File: config.mk
export PLATFORM = sky130hd
export DESIGN_NAME = ips_ctrl
export DESIGN_NICKNAME = d
export VERILOG_FILES = /design/src/ips_pkg.sv /design/src/ips_ctrl.sv
export SDC_FILE = /design/constraint.sdc
export NUM_CORES = 1
export LEC_CHECK = 0
export BUFFER_PORTS_ARGS = -buffer_cell sky130_fd_sc_hd__buf_4
export CORE_AREA = 2 2 45 47
export DETAILED_ROUTE_END_ITERATION = 12
export DIE_AREA = 0 0 47 49
export GPL_ROUTABILITY_DRIVEN = 0
export PLACE_DENSITY_LB_ADDON = 0.3
export SLEW_MARGIN = 25
export SYNTH_ARGS = -nofsm -noshare
export SYNTH_HDL_FRONTEND = slang
export SYNTH_SLANG_ARGS = --single-unit
File: constraint.sdc
create_clock -name clock -period 1.44 [get_ports clock]
set_input_delay 0.144 -clock clock [delete_from_list [all_inputs] [get_ports clock]]
set_output_delay 0.144 -clock clock [all_outputs]
set_load 0.1 [all_outputs]
File: src/ips_pkg.sv
// Shared constants, tables and types of the inverse-distance pixel shader.
package ips_pkg;

   // Points taken per pixel before further points are ignored
   localparam int MAX_POINTS = 64;
   localparam int CNT_W      = $clog2(MAX_POINTS + 1);

   // Field widths
   localparam int COORD_W    = 33;
   localparam int COS_W      = 17;
   localparam int VAL_W      = 20;
   localparam int CH_W       = 8;
   localparam int CSR_IDX_W  = 1;
   localparam int CSR_DATA_W = 12;
   localparam int CRIT_W     = 2;
   localparam int RADIUS_W   = 12;

   // Distance path widths
   localparam int DIFF_W     = COORD_W + 1;
   localparam int MPD_W      = 17;
   localparam int LATP_W     = DIFF_W + MPD_W;
   localparam int TERM_W     = LATP_W - 16;
   localparam int LONP_W     = TERM_W + COS_W;
   localparam int MLON_W     = LONP_W - 16;
   localparam int COMP_W     = 22;
   localparam int SQ_W       = 2 * COMP_W;
   localparam int D2_W       = SQ_W + 1;
   localparam int RSQ_W      = 2 * RADIUS_W;
   localparam int RLIM_W     = RSQ_W + 16;

   // Accumulator widths
   localparam int W_W        = 34;
   localparam int WS_W       = W_W + CNT_W;
   localparam int PROD_W     = W_W + 1 + VAL_W;
   localparam int WVS_W      = PROD_W + CNT_W;
   localparam int NVS_W      = VAL_W + CNT_W;

   // Shared divider widths
   localparam int DIV_NW     = (WVS_W > 48) ? WVS_W : 48;
   localparam int DIV_DW     = (WS_W > D2_W) ? WS_W : D2_W;
   localparam int DIV_CNT_W  = $clog2(DIV_NW + 1);

   // Shading widths
   localparam int RES_W      = 22;
   localparam int FLOOR_W    = 15;
   localparam int SPAN_W     = 13;
   localparam int X3_W       = SPAN_W + 2;
   localparam int T_W        = SPAN_W + 1;
   localparam int DELTA_W    = 9;
   localparam int NUM_W      = DELTA_W + T_W + 1;

   localparam logic [MPD_W-1:0]  METRES_PER_DEG = 17'd111320;
   localparam logic [15:0]       ROUND_HALF     = 16'h8000;
   localparam logic [COMP_W-1:0] COMP_CAP       = 22'h200000;
   localparam logic [D2_W-1:0]   NEAR_LIMIT     = D2_W'(64'd16384);
   localparam logic [DIV_NW-1:0] WEIGHT_ONE     = DIV_NW'(64'h8000_0000_0000);
   localparam logic [CH_W-1:0]   SHADED_ALPHA   = 8'd200;
   localparam logic [CH_W-1:0]   CH_MAX         = 8'd255;

   // Criterion floor and span, Q4
   localparam logic signed [FLOOR_W-1:0] FLOOR_Q4 [4] =
      '{-15'sd1760, -15'sd320, -15'sd1600, 15'sd0};
   localparam logic [SPAN_W-1:0] SPAN_Q4 [4] =
      '{13'd480, 13'd272, 13'd800, 13'd8000};

   // Ramp knots, one row per knot, red/green/blue
   localparam logic [CH_W-1:0] KNOT [4][3] = '{
      '{8'd40,  8'd60,  8'd180},
      '{8'd60,  8'd200, 8'd220},
      '{8'd240, 8'd220, 8'd60},
      '{8'd220, 8'd30,  8'd30}
   };

   localparam logic [1:0] CHAN_RED   = 2'd0;
   localparam logic [1:0] CHAN_GREEN = 2'd1;
   localparam logic [1:0] CHAN_BLUE  = 2'd2;

   localparam logic [1:0] SEG_LOW  = 2'd0;
   localparam logic [1:0] SEG_MID  = 2'd1;
   localparam logic [1:0] SEG_HIGH = 2'd2;

   localparam logic [CSR_IDX_W-1:0] CSR_CRITERION = 1'b0;
   localparam logic [CSR_IDX_W-1:0] CSR_RADIUS    = 1'b1;

   localparam logic [RADIUS_W-1:0] RADIUS_RESET = 12'd100;

   typedef enum logic [3:0] {
      ST_IDLE, ST_DIFF, ST_MUL1, ST_MUL2, ST_SQ, ST_SUM, ST_CLASS, ST_WDIV,
      ST_WACC, ST_FIN, ST_VDIV, ST_SHADE, ST_CHK, ST_CSTART, ST_CDIV, ST_OUT
   } state_type;

   typedef enum logic [4:0] {
      OP_NONE, OP_LOAD, OP_DIFF, OP_MUL1, OP_MUL2, OP_SQ, OP_SUM, OP_NEAR,
      OP_WSTART, OP_WMUL, OP_WACC, OP_VSTART, OP_VAL, OP_SHADE, OP_CSTART,
      OP_CSTORE, OP_ZERO, OP_OUT
   } op_type;

   typedef struct packed {
      op_type     op;
      logic [1:0] chan;
   } cmd_type;

   typedef struct packed {
      logic div_done;
      logic take;
      logic near;
      logic has_weight;
      logic below;
      logic last;
   } status_type;

   typedef struct packed {
      logic signed [COORD_W-1:0] pixel_lat;
      logic signed [COORD_W-1:0] pixel_lon;
      logic        [COS_W-1:0]   cos_lat;
      logic signed [COORD_W-1:0] point_lat;
      logic signed [COORD_W-1:0] point_lon;
      logic signed [VAL_W-1:0]   sample_value;
      logic                      last_point;
   } req_word_type;

   typedef struct packed {
      logic [CH_W-1:0] red;
      logic [CH_W-1:0] green;
      logic [CH_W-1:0] blue;
      logic [CH_W-1:0] alpha;
   } rsp_word_type;

endpackage

File: src/ips_ctrl.sv
// Sequencer of the pixel shader: steps the datapath through one word at a time.
module ips_ctrl import ips_pkg::*; (
   input  logic       clock,
   input  logic       reset,
   input  logic       req_valid,
   output logic       req_ready,
   output logic       rsp_valid,
   input  logic       rsp_ready,
   input  status_type status,
   output cmd_type    cmd
);

   state_type  state_ff, state_in;
   logic [1:0] chan_ff, chan_in;
   logic       rsp_valid_ff, rsp_valid_in;
   logic       out_free;

   assign out_free = !rsp_valid_ff || rsp_ready;

   // Next state and commands
   always_comb begin
      state_in  = state_ff;
      chan_in   = chan_ff;
      cmd.op    = OP_NONE;
      cmd.chan  = chan_ff;
      req_ready = 1'b0;
      unique case (state_ff)
         ST_IDLE: begin
            req_ready = 1'b1;
            if (req_valid) begin
               cmd.op   = OP_LOAD;
               state_in = ST_DIFF;
            end
         end
         ST_DIFF: begin
            cmd.op   = OP_DIFF;
            state_in = ST_MUL1;
         end
         ST_MUL1: begin
            cmd.op   = OP_MUL1;
            state_in = ST_MUL2;
         end
         ST_MUL2: begin
            cmd.op   = OP_MUL2;
            state_in = ST_SQ;
         end
         ST_SQ: begin
            cmd.op   = OP_SQ;
            state_in = ST_SUM;
         end
         ST_SUM: begin
            cmd.op   = OP_SUM;
            state_in = ST_CLASS;
         end
         ST_CLASS: begin
            if (status.take && !status.near) begin
               cmd.op   = OP_WSTART;
               state_in = ST_WDIV;
            end else begin
               if (status.take) cmd.op = OP_NEAR;
               state_in = status.last ? ST_FIN : ST_IDLE;
            end
         end
         ST_WDIV: begin
            if (status.div_done) begin
               cmd.op   = OP_WMUL;
               state_in = ST_WACC;
            end
         end
         ST_WACC: begin
            cmd.op   = OP_WACC;
            state_in = status.last ? ST_FIN : ST_IDLE;
         end
         ST_FIN: begin
            if (status.has_weight) begin
               cmd.op   = OP_VSTART;
               state_in = ST_VDIV;
            end else begin
               cmd.op   = OP_ZERO;
               state_in = ST_OUT;
            end
         end
         ST_VDIV: begin
            if (status.div_done) begin
               cmd.op   = OP_VAL;
               state_in = ST_SHADE;
            end
         end
         ST_SHADE: begin
            cmd.op   = OP_SHADE;
            state_in = ST_CHK;
         end
         ST_CHK: begin
            if (status.below) begin
               cmd.op   = OP_ZERO;
               state_in = ST_OUT;
            end else begin
               chan_in  = CHAN_RED;
               state_in = ST_CSTART;
            end
         end
         ST_CSTART: begin
            cmd.op   = OP_CSTART;
            state_in = ST_CDIV;
         end
         ST_CDIV: begin
            if (status.div_done) begin
               cmd.op = OP_CSTORE;
               if (chan_ff == CHAN_BLUE) begin
                  state_in = ST_OUT;
               end else begin
                  chan_in  = chan_ff + 1'b1;
                  state_in = ST_CSTART;
               end
            end
         end
         ST_OUT: begin
            if (out_free) begin
               cmd.op   = OP_OUT;
               state_in = ST_IDLE;
            end
         end
         default: state_in = ST_IDLE;
      endcase
   end

   // Hold the result word until it is taken
   always_comb begin
      rsp_valid_in = rsp_valid_ff;
      if (cmd.op == OP_OUT) rsp_valid_in = 1'b1;
      else if (rsp_ready)   rsp_valid_in = 1'b0;
   end

   always_ff @(posedge clock) begin
      if (reset) begin
         state_ff     <= ST_IDLE;
         chan_ff      <= CHAN_RED;
         rsp_valid_ff <= 1'b0;
      end else begin
         state_ff     <= state_in;
         chan_ff      <= chan_in;
         rsp_valid_ff <= rsp_valid_in;
      end
   end

   assign rsp_valid = rsp_valid_ff;

endmodule

# Word level (Yosys, flattened, before mapping)
# Index checks and enable logic that the tools add are counted.
# word_totals
reg_bits	7
input_bits	10
output_inout_bits	9
elab_cells	65
# op_classes
addsub	1
n_eq_ne	24
muxes	28
reduce_logical	9
# ops
op	n
$pmux W5 S16	1
$pmux W4 S16	1
$mux W4	11
$eq A4 B4 Y1 const B	8
$eq A4 B3 Y1 const B	4
$mux W5	3
$ne A2 B2 Y1 const B	7
$mux W2	5
$eq A4 B2 Y1 const B	2
$mux W3	2
$eq A5 B5 Y1 const B	1
$reduce_and A5 Y1	1
$eq A4 B1 Y1 const B	1
$logic_not A4 Y1	1
$mux W1	4
$pmux W2 S2	1
$reduce_and A4 Y1	1
$reduce_bool A2 Y1	2
$add A2 B1 Y2 const B	1
$eq A2 B2 Y1 const B	1
$logic_not A1 Y1	2
$logic_and A1 B1 Y1	1
$logic_or A1 B1 Y1	1

# Longest topological paths before layout
# Gate-level depths: netlist (run 1).
# depth
depth_word	6
ltp_mapped	6
ltp_nobuf	6

# Worst setup path before layout (run 1)
# No wires, ideal clock.
# synth_timing
kind	flip-flop to output port
start	register state_ff[1]
end	output cmd[2] (netlist bit)
arrival_ns	5.442
t_required_ns	1.296
path_slack_ns	-4.146
path_stages_with_launch	4
path_buffers	1
cell_sequence	dfxtp_1 -> buf_2 -> nor4_1 -> a32oi_1
# synth_lines
element	line	text
from (decl)	ips_ctrl.sv:13	state_type state_ff, state_in;
from (signal assigned)	ips_ctrl.sv:140	state_ff <= state_in;
to (decl)	ips_ctrl.sv:10	output cmd_type cmd

==> results of run 1 <==
[layout make-up]
| class | instances | area (sq um) | share of cell area |
|---|---|---|---|
| Clock buffer | 4 | 26.3 | 0.0169 |
| Timing Repair Buffer | 52 | 500 | 0.322 |
| Tap cell | 27 | 33.8 | 0.0217 |
| Multi-Input combinational cell | 85 | 807 | 0.518 |
| Sequential cell | 7 | 166 | 0.107 |
| Inverter | 6 | 22.5 | 0.0145 |
[power breakdown]
| group | internal, mW | switching [mW] |
|---|---|---|
| logic | 0.316 | 0.401 |
| registers | 0.198 | 0.0243 |
| clock network | 0.106 | 0.0840 |
| total | 0.619 | 0.509 |
[state kept, by name, indices dropped and copies added, names as in the netlist]
signal / count
state_ff: 4
chan_ff: 2
rsp_valid: 1
[synthesized netlist by cell type (2+ instances only)]
| cell type | n |
|---|---|
| and2_1 | 2 |
| nand3_1 | 5 |
| nand2b_1 | 4 |
| a21oi_1 | 4 |
| nand2_1 | 7 |
| nor2_1 | 10 |
| nor3b_1 | 3 |
| nor2b_1 | 7 |
| nand4_1 | 2 |
| a221oi_2 | 2 |
| a31oi_1 | 2 |
| dfxtp_1 | 7 |
| a211o_1 | 2 |
| mux2i_1 | 2 |
| o221ai_1 | 2 |
| buf_2 | 5 |
| o21ai_0 | 7 |
| and3_1 | 2 |
| o32ai_1 | 2 |
| inv_1 | 5 |
| o211ai_1 | 2 |
[metal layers]
metal	global-route usage	wire length (um)	vias up
met3	0.0444	229	22
li1	-	-	494
met1	0.363	1300	509
met5	0	0	-
met4	0.148	149	0
met2	0.441	1670	65
[worst paths after layout]
kind | from | end | slack [ns] | cells past startpoint
hold reg to reg | chan_ff[0] | chan_ff[0] | 0.53 | 2
setup reg to reg | state_ff[0] | state_ff[3] | -0.22 | 6
hold / removal | reset | state_ff[1] | 0.11 | 2
setup / recovery | state_ff[2] | cmd[2] | -0.31 | 5
[cell usage in the layout, fill, tap and decap left out, types with 3 or more instances in the layout]
master,netlist,routed
nand2_1,7,7
o21ai_0,7,3
inv_1,5,4
nor2_1,10,7
nor2b_1,7,6
clkbuf_4,0,3
nand3_1,5,3
o21ai_2,0,3
buf_4,1,39
dfxtp_4,0,7
buf_12,0,7
buf_6,1,6
a21oi_1,4,3
[repair_timing]
action / in CTS / in global routing
setup buffers: 3 / 3
endpoints found under the setup margin: 12 / 12
pin swaps: 19 / 12
resized for setup: 49 / 16
[cells by family after synthesis]
family	share of synthesized area
compound gates	0.315
xor+xnor	0.0113
fa+ha+maj	0.0162
buf+inv	0.0905
flops	0.181
mux	0.0258
simple gates	0.360
[metrics by stage]
step	instances	instance area, sq um	util
floorplan	106	881	-
global placement	171	1210	0.658
detailed placement	171	1210	0.658
CTS	178	1460	0.793
global route	181	1560	0.845
finish	181	1560	0.845
==> flow_metrics.py, run 1 <==
metrics = {
    "outcome": {
        "outcome": "finished, violations left",
        "failed_checks": "negative setup slack",
    },
    "final_layout": {
        "antennaDiodeCount": 0,
        "drive_gt1_frac": 0.636,
        "fill_cells": 106,
        "nNetsFinal": 166,
        "syn2layout_area_growth_pct": 101,
    },
    "floorplanning": {
        "fp.dieH_um": 49,
        "die_w_um": 47,
        "rows": 16,
        "dieArea_sq_mm": 0.00230,
        "core_sq_mm": 0.00184,
        "io_pins": 19,
        "start_util": 0.421,
    },
    "sta": {
        "final-setup-viol-count": 11,
        "fin_ws_ns": -0.309,
        "slew_headroom": 0.721,
        "drv_slew": 0,
        "tightest_slew_ns": 0.416,
        "finalClockSkew_ns": 0.0208,
        "worst_hold_slack_ns": 0.109,
        "period_share": 1.21,
        "max_freq_ghz": 0.572,
        "tns_ns": -2.32,
        "fin_crit_ns": 1.75,
        "grt_setup_unrepaired": "true",
        "finalHoldViolations": 0,
    },
    "route": {
        "vias": 1090,
        "wire_per_inst_um": 18.5,
        "wl_mm": 3.35,
        "drt-initial-drc-count": 37,
        "drt-pass1-iter-count": 4,
        "avgViaCountPerCell": 6.02,
        "drcViolationCount": 0,
        "drtAntennaViolNets": 0,
    },
    "placed_design": {
        "dp_worst_setup_slack_ns": -0.184,
        "io_buffer_count": 18,
        "dpl.hpwl_mm": 1.86,
    },
    "synthesis": {
        "syn-instance-count": 106,
        "synthFlopType": "dfxtp_1",
        "syn_nets": 117,
        "yosys.area.top_type_share": 0.181,
        "synthTopCellsByArea": "dfxtp_1, nor2b_1, nor2_1",
        "synth-async-reset-ratio": 0,
        "synth.distinct_cells": 43,
        "yosysTopAreaCell": "dfxtp_1",
        "synth_area_per_cell_sq_um": 7.31,
        "netlist_area_sq_um": 774,
        "synth_seq_cells": 7,
        "ys_warn_count": 0,
        "synth_edf_count": 0,
        "synth-seq-area-share": 0.181,
    },
    "power_and_ir_drop": {
        "ir_worst_vdd_uv": 750,
        "p_per_area_mw_per_mm2": 725,
        "leakagePower_nw": 0.632,
        "total_power_mw": 1.13,
    },
    "global_route": {
        "grt_pass1_vias": 1029,
        "grtUsageTotal": 0.284,
        "grt_max_degree": 16,
        "grt_pass1_wl_mm": 4.73,
        "grt_overflow": 0,
        "antenna_found_initial": 0,
    },
    "clock_tree": {
        "clkTransAtPathRegs_ns": 0.07,
        "cts_buffers": 3,
        "cts.root.buffer_cell": "clkbuf_4",
        "htree_levels": 1,
        "cts_sinks": 7,
        "ctsHoldBuffers": 0,
        "clock_latency_ns": 0.26,
        "cts_tree": "yes",
        "cts_buffer_depth": 2,
    },
    "job": {
        "maxCapViolations": 0,
    },
    "critical_path": {
        "end_kind": "primary output",
        "worstPathRequired_ns": 1.30,
        "critical_path.top_delay_family": "compound AO/OA/AOI/OAI gates",
        "worstPathArrival_ns": 1.61,
        "crit_top_cell": "buf_12",
        "worstPathCellList": "buf_12, a211oi_4, o21ai_2, a32oi_4, buf_12",
        "cpPeakStageDelay_ns": 0.37,
        "crit_slowest_cell": "dfxtp_4",
        "startpoint_type": "flop",
        "critPathMaxFanout": 10,
        "critPathKind": "flop to primary output",
        "crit_buf_inv": 2,
    },
    "min_path": {
        "worstHoldPathType": "input port to flop",
    },
}
Power figures use the tool's default switching activity.
==> inputs of run 2 (changes only) <==
clock period = 1.84 ns   (was 1.44 ns; I/O delays follow)
==> run 2 against run 1 <==
Net effect: critical path type unchanged; clock skew is 0.020 ns lower; the flow now finishes without violations; critical path depth stayed put; design area is 23% lower.
==> flow_metrics.py, run 2 (same netlist as run 1, synthesis figures left out) <==
metrics = {
    "outcome": {
        "outcome": "complete, no violations",
    },
    "critical_path": {
        "worstPathArrival_ns": 1.64,
        "worstPathRequired_ns": 1.66,
        "critPathKind": "flop to primary output",
        "startpoint_type": "flop",
        "end_kind": "primary output",
        "reg2reg_slack_ns": 0.23,
        "critPathMaxFanout": 10,
    },
    "final_layout": {
        "largest_reg_flops": 4,
        "most-common-layout-cells": "buf_4, nor2_1, nor2b_1, nand2_1, o21ai_0",
        "top_register": "state_ff",
        "fill_cells": 180,
        "fin_util": 0.650,
        "syn2layout_area_growth_pct": 54.6,
        "drive_gt1_frac": 0.446,
        "nNetsFinal": 151,
        "antennaDiodeCount": 0,
        "layout.cells.most_common": "buf_4",
    },
    "power_and_ir_drop": {
        "seqPwrFrac": 0.230,
        "switching_share": 0.450,
        "p_comb_frac": 0.576,
        "switchingPower_mw": 0.336,
        "p_per_area_mw_per_mm2": 624,
        "p_clk_frac": 0.194,
        "internal_power_mw": 0.411,
        "ir_worst_vdd_uv": 475,
        "leakagePower_nw": 0.488,
    },
    "floorplanning": {
        "rows": 16,
        "core_sq_mm": 0.00184,
        "dieArea_sq_mm": 0.00230,
        "io_pins": 19,
        "start_util": 0.421,
        "die_w_um": 47,
        "fp.dieH_um": 49,
    },
    "placed_design": {
        "io_buffer_count": 18,
        "dp_worst_setup_slack_ns": 0.0675,
        "dpl.hpwl_mm": 1.76,
    },
    "sta": {
        "drv_slew": 0,
        "max_freq_ghz": 0.549,
        "finalHoldViolations": 0,
        "tightest_slew_ns": 0.414,
        "period_share": 0.989,
        "final-setup-viol-count": 0,
        "slew_headroom": 0.723,
        "fin_ws_ns": 0.0199,
        "worst_hold_slack_ns": 0.142,
        "finalClockSkew_ns": 0.00106,
        "fin_crit_ns": 1.82,
    },
    "route": {
        "drt-pass1-iter-count": 4,
        "drt-initial-drc-count": 15,
        "avgViaCountPerCell": 5.62,
        "vias": 933,
        "wire_per_inst_um": 14.5,
        "drcViolationCount": 0,
        "wl_mm": 2.41,
        "drtAntennaViolNets": 0,
    },
    "global_route": {
        "grt_max_degree": 13,
        "grt_pass1_wl_mm": 3.96,
        "grt_pass1_vias": 896,
        "grt_overflow": 0,
        "antenna_found_initial": 0,
        "grtUsageTotal": 0.228,
    },
    "clock_tree": {
        "cts_tree": "yes",
        "cts.root.buffer_cell": "clkbuf_4",
        "htree_levels": 1,
        "cts_buffer_depth": 2,
        "cts_sinks": 7,
        "clock_latency_ns": 0.25,
        "cts_buffers": 3,
        "clkTransAtPathRegs_ns": 0.06,
    },
    "job": {
        "maxCapViolations": 0,
    },
    "min_path": {
        "worstHoldPathType": "input port to flop",
    },
}
==> run 2: changes by cell type in the layout (fill, tap and decap cells not counted), sizes merged <==
cell / before / now
inv: 6 / 4
buf: 52 / 37
clkinvlp: 0 / 1
clkinv: 0 / 1
==> run 2: per-layer routing <==
layer / share of wire / GRT usage / vias up / routed length (um)
li1: - / - / 460 / -
met5: 0 / 0 / - / 0
met2: 0.54 / 0.400 / 20 / 1300
met1: 0.42 / 0.286 / 451 / 1000
met3: 0.037 / 0.0111 / 2 / 90
met4: 0.0071 / 0.0694 / 0 / 17
==> run 2: final cells by class <==
class                      count  area (sq um)  area share
tap                           27          33.8      0.0282
multi-input combinational     85           638       0.533
clock buffer                   4          26.3      0.0219
timing repair buffer          37           322       0.269
sequential                     7           151       0.126
inverter                       6          26.3      0.0219
==> run 2: through the flow <==
stage | area (sq um) | TNS (ns) | total power, mW | instances
after global placement | 1050 | 0 | 0.538 | 156
after floorplan | 832 | -0.618 | 0.454 | 106
after CTS | 1110 | -0.000856 | 0.710 | 160
after global routing | 1200 | -0.116 | 0.778 | 166
after detailed placement | 1050 | 0 | 0.542 | 156
final | 1200 | 0 | 0.747 | 166
==> run 2: worst max-delay path: stages (launching register included) <==
cell,delay (ns)
dfxtp_4,0.40
clkinv_1,0.10
buf_4,0.17
o32ai_1,0.30
and2_2,0.20
buf_6,0.22
==> run 2: path summary, 6_finish.rpt <==
check                    from           to  depth (start not counted)
setup / recovery  state_ff[0]       cmd[6]                          5
hold / removal          reset  state_ff[3]                          2
setup reg to reg  state_ff[2]  state_ff[3]                          5
hold reg to reg     rsp_valid    rsp_valid                          2
==> run 2: timing repair <==
action                                  in CTS  in global routing
setup buffers                                0                  6
resized for setup                           12                 10
endpoints found under the hold margin        0                  0
pin swaps                                    0                  0
endpoints found under the setup margin       5                  4
hold buffers                                 0                  0
==> run 2: power groups by stage <==
| stage | sequential [mW] | clock (mW) | combinational (mW) |
|---|---|---|---|
| 6_report | 0.172 | 0.145 | 0.430 |
| 5_1_grt | 0.174 | 0.152 | 0.452 |
| 4_1_cts | 0.173 | 0.147 | 0.390 |
| 3_5_place_dp | 0.177 | 0 | 0.365 |
| 3_3_place_gp | 0.178 | 0 | 0.360 |
| 2_1_floorplan | 0.167 | 0 | 0.287 |
==> inputs of run 3 (changes only) <==
SETUP_SLACK_MARGIN = 0.1   (was unset)
==> run 3 against run 2 <==
Net effect: sequential share of layout area decreased by 1.2 points; cell count increased by 1.8%; non-clock buffer count increased by 3; count of clock-buffer cells in the layout unchanged; clock skew increased by 0.0027 ns; sequential cell count unchanged; setup slack improved by 0.052 ns; via count increased by 3.0%; combinational power increased by 10%.
==> flow_metrics.py, run 3 (same netlist as run 1, synthesis figures left out) <==
metrics = {
    "outcome": {
        "outcome": "complete, no violations",
    },
    "floorplanning": {
        "io_pins": 19,
        "dieArea_sq_mm": 0.00230,
        "core_sq_mm": 0.00184,
        "fp.dieH_um": 49,
        "start_util": 0.421,
        "die_w_um": 47,
        "rows": 16,
    },
    "final_layout": {
        "fill_cells": 133,
        "largest_reg_flops": 4,
        "nNetsFinal": 154,
        "top_register": "state_ff",
        "drive_gt1_frac": 0.528,
        "stdcell_area_sq_mm": 0.00136,
        "most-common-layout-cells": "buf_4, nor2_1, nand2_1, nor2b_1",
        "layout.cells.most_common": "buf_4",
        "syn2layout_area_growth_pct": 75.9,
        "antennaDiodeCount": 0,
    },
    "sta": {
        "finalHoldViolations": 0,
        "fin_crit_ns": 1.77,
        "tightest_slew_ns": 0.396,
        "final-setup-viol-count": 0,
        "grt_setup_unrepaired": "true",
        "period_share": 0.961,
        "tns_ns": 0,
        "finalClockSkew_ns": 0.00376,
        "drv_slew": 0,
        "slew_headroom": 0.735,
        "max_freq_ghz": 0.566,
    },
    "clock_tree": {
        "cts_tree": "yes",
        "clkTransAtPathRegs_ns": 0.05,
        "ctsHoldBuffers": 0,
        "cts_sinks": 7,
        "cts_buffers": 3,
        "cts_buffer_depth": 2,
        "clock_latency_ns": 0.25,
        "htree_levels": 1,
        "cts.root.buffer_cell": "clkbuf_4",
    },
    "global_route": {
        "antenna_found_initial": 0,
        "grt_pass1_vias": 957,
        "grt_pass1_wl_mm": 4.15,
        "grt_overflow": 0,
        "grtUsageTotal": 0.242,
        "grt_max_degree": 10,
    },
    "critical_path": {
        "worstPathArrival_ns": 1.58,
        "critPathMaxFanout": 7,
        "critPathKind": "flop to primary output",
        "end_kind": "primary output",
        "startpoint_type": "flop",
        "worstPathRequired_ns": 1.66,
        "reg2reg_slack_ns": 0.20,
        "r2r_end": "state_ff[0]",
        "regToRegStartpoint": "state_ff[3]",
        "reg2reg_depth": 6,
    },
    "min_path": {
        "hp-start": "reset",
        "whs_path_depth": 2,
        "worstHoldPathType": "input port to flop",
        "worstHoldEndpoint": "state_ff[2]",
    },
    "power_and_ir_drop": {
        "ir_worst_vdd_uv": 471,
        "p_per_area_mw_per_mm2": 579,
        "leakagePower_nw": 0.541,
    },
    "job": {
        "maxCapViolations": 0,
    },
    "route": {
        "wl_mm": 2.63,
        "drcViolationCount": 0,
        "drt-pass1-iter-count": 4,
        "wire_per_inst_um": 15.6,
        "avgViaCountPerCell": 5.69,
        "vias": 961,
        "drt-initial-drc-count": 24,
        "drtAntennaViolNets": 0,
    },
    "placed_design": {
        "dpl.hpwl_mm": 1.73,
        "placed_area_sq_mm": 0.00105,
        "io_buffer_count": 18,
    },
}
-- run 3: changes by cell type in the layout (fill, tap and decap cells not counted), moves of 2 or more --
cell	delta
buf_6	+2
dfxtp_1	-2
buf_4	-4
buf_12	+3
-- run 3: area by class of cell --
| cell class | instances | area [sq um] | share of cell area |
|---|---|---|---|
| multi-input combinational | 85 | 716 | 0.525 |
| timing repair buffer | 40 | 404 | 0.297 |
| sequential | 7 | 156 | 0.115 |
| tap | 27 | 33.8 | 0.0248 |
| clock buffer | 4 | 26.3 | 0.0193 |
| inverter | 6 | 26.3 | 0.0193 |
-- run 3: timing repair --
action	4_1_cts	5_1_grt
resized for setup	31	15
buffers inserted	5	2
gates cloned	0	1
hold endpoints to repair	0	0
pin swaps	5	1
endpoints found under the setup margin	5	9
-- run 3: worst max path at each step --
| stage | slack (ns) | end | from | depth (start not counted) |
|---|---|---|---|---|
| after floorplan | -0.42 | cmd[2] | state_ff[0] | 3 |
| after CTS | 0.09 | cmd[2] | state_ff[0] | 5 |
| after global routing | 0.03 | cmd[6] | state_ff[0] | 6 |
| final | 0.07 | cmd[2] | state_ff[2] | 5 |
| after detailed placement | 0.13 | cmd[2] | state_ff[2] | 6 |
| after global placement | 0.17 | cmd[2] | state_ff[2] | 6 |
-- run 3: worst max-delay path, cell delays in order, from the launching register on --
cell      delay, ns
dfxtp_4        0.38
buf_4          0.16
a211oi_2       0.24
o21ai_2        0.10
a32oi_4        0.24
buf_12         0.20
-- run 3: power breakdown --
part	switching, mW	total [mW]	internal, mW
clock	0.0551	0.138	0.0827
sequential	0.0151	0.176	0.160
combinational	0.279	0.475	0.196
-- run 3: per-layer routing --
layer	share of wire	up-vias	GRT usage
li1	-	467	-
met1	0.41	460	0.282
met2	0.53	32	0.436
met3	0.046	2	0.0259
met4	0.0049	0	0.0741
met5	0	-	0
-- run 3: through the flow --
| step | hold WS, ns | power [mW] | setup slack (ns) | instances | util |
|---|---|---|---|---|---|
| finish | 0.144 | 0.789 | 0.0723 | 169 | 0.740 |
| global route | 0.150 | 0.827 | 0.0267 | 169 | 0.740 |
| CTS | 0.137 | 0.747 | 0.0856 | 166 | 0.676 |
| detailed placement | 0.416 | 0.545 | 0.125 | 157 | 0.573 |
| global placement | 0.413 | 0.543 | 0.168 | 157 | 0.573 |
| floorplan | 0.246 | 0.455 | -0.418 | 106 | - |
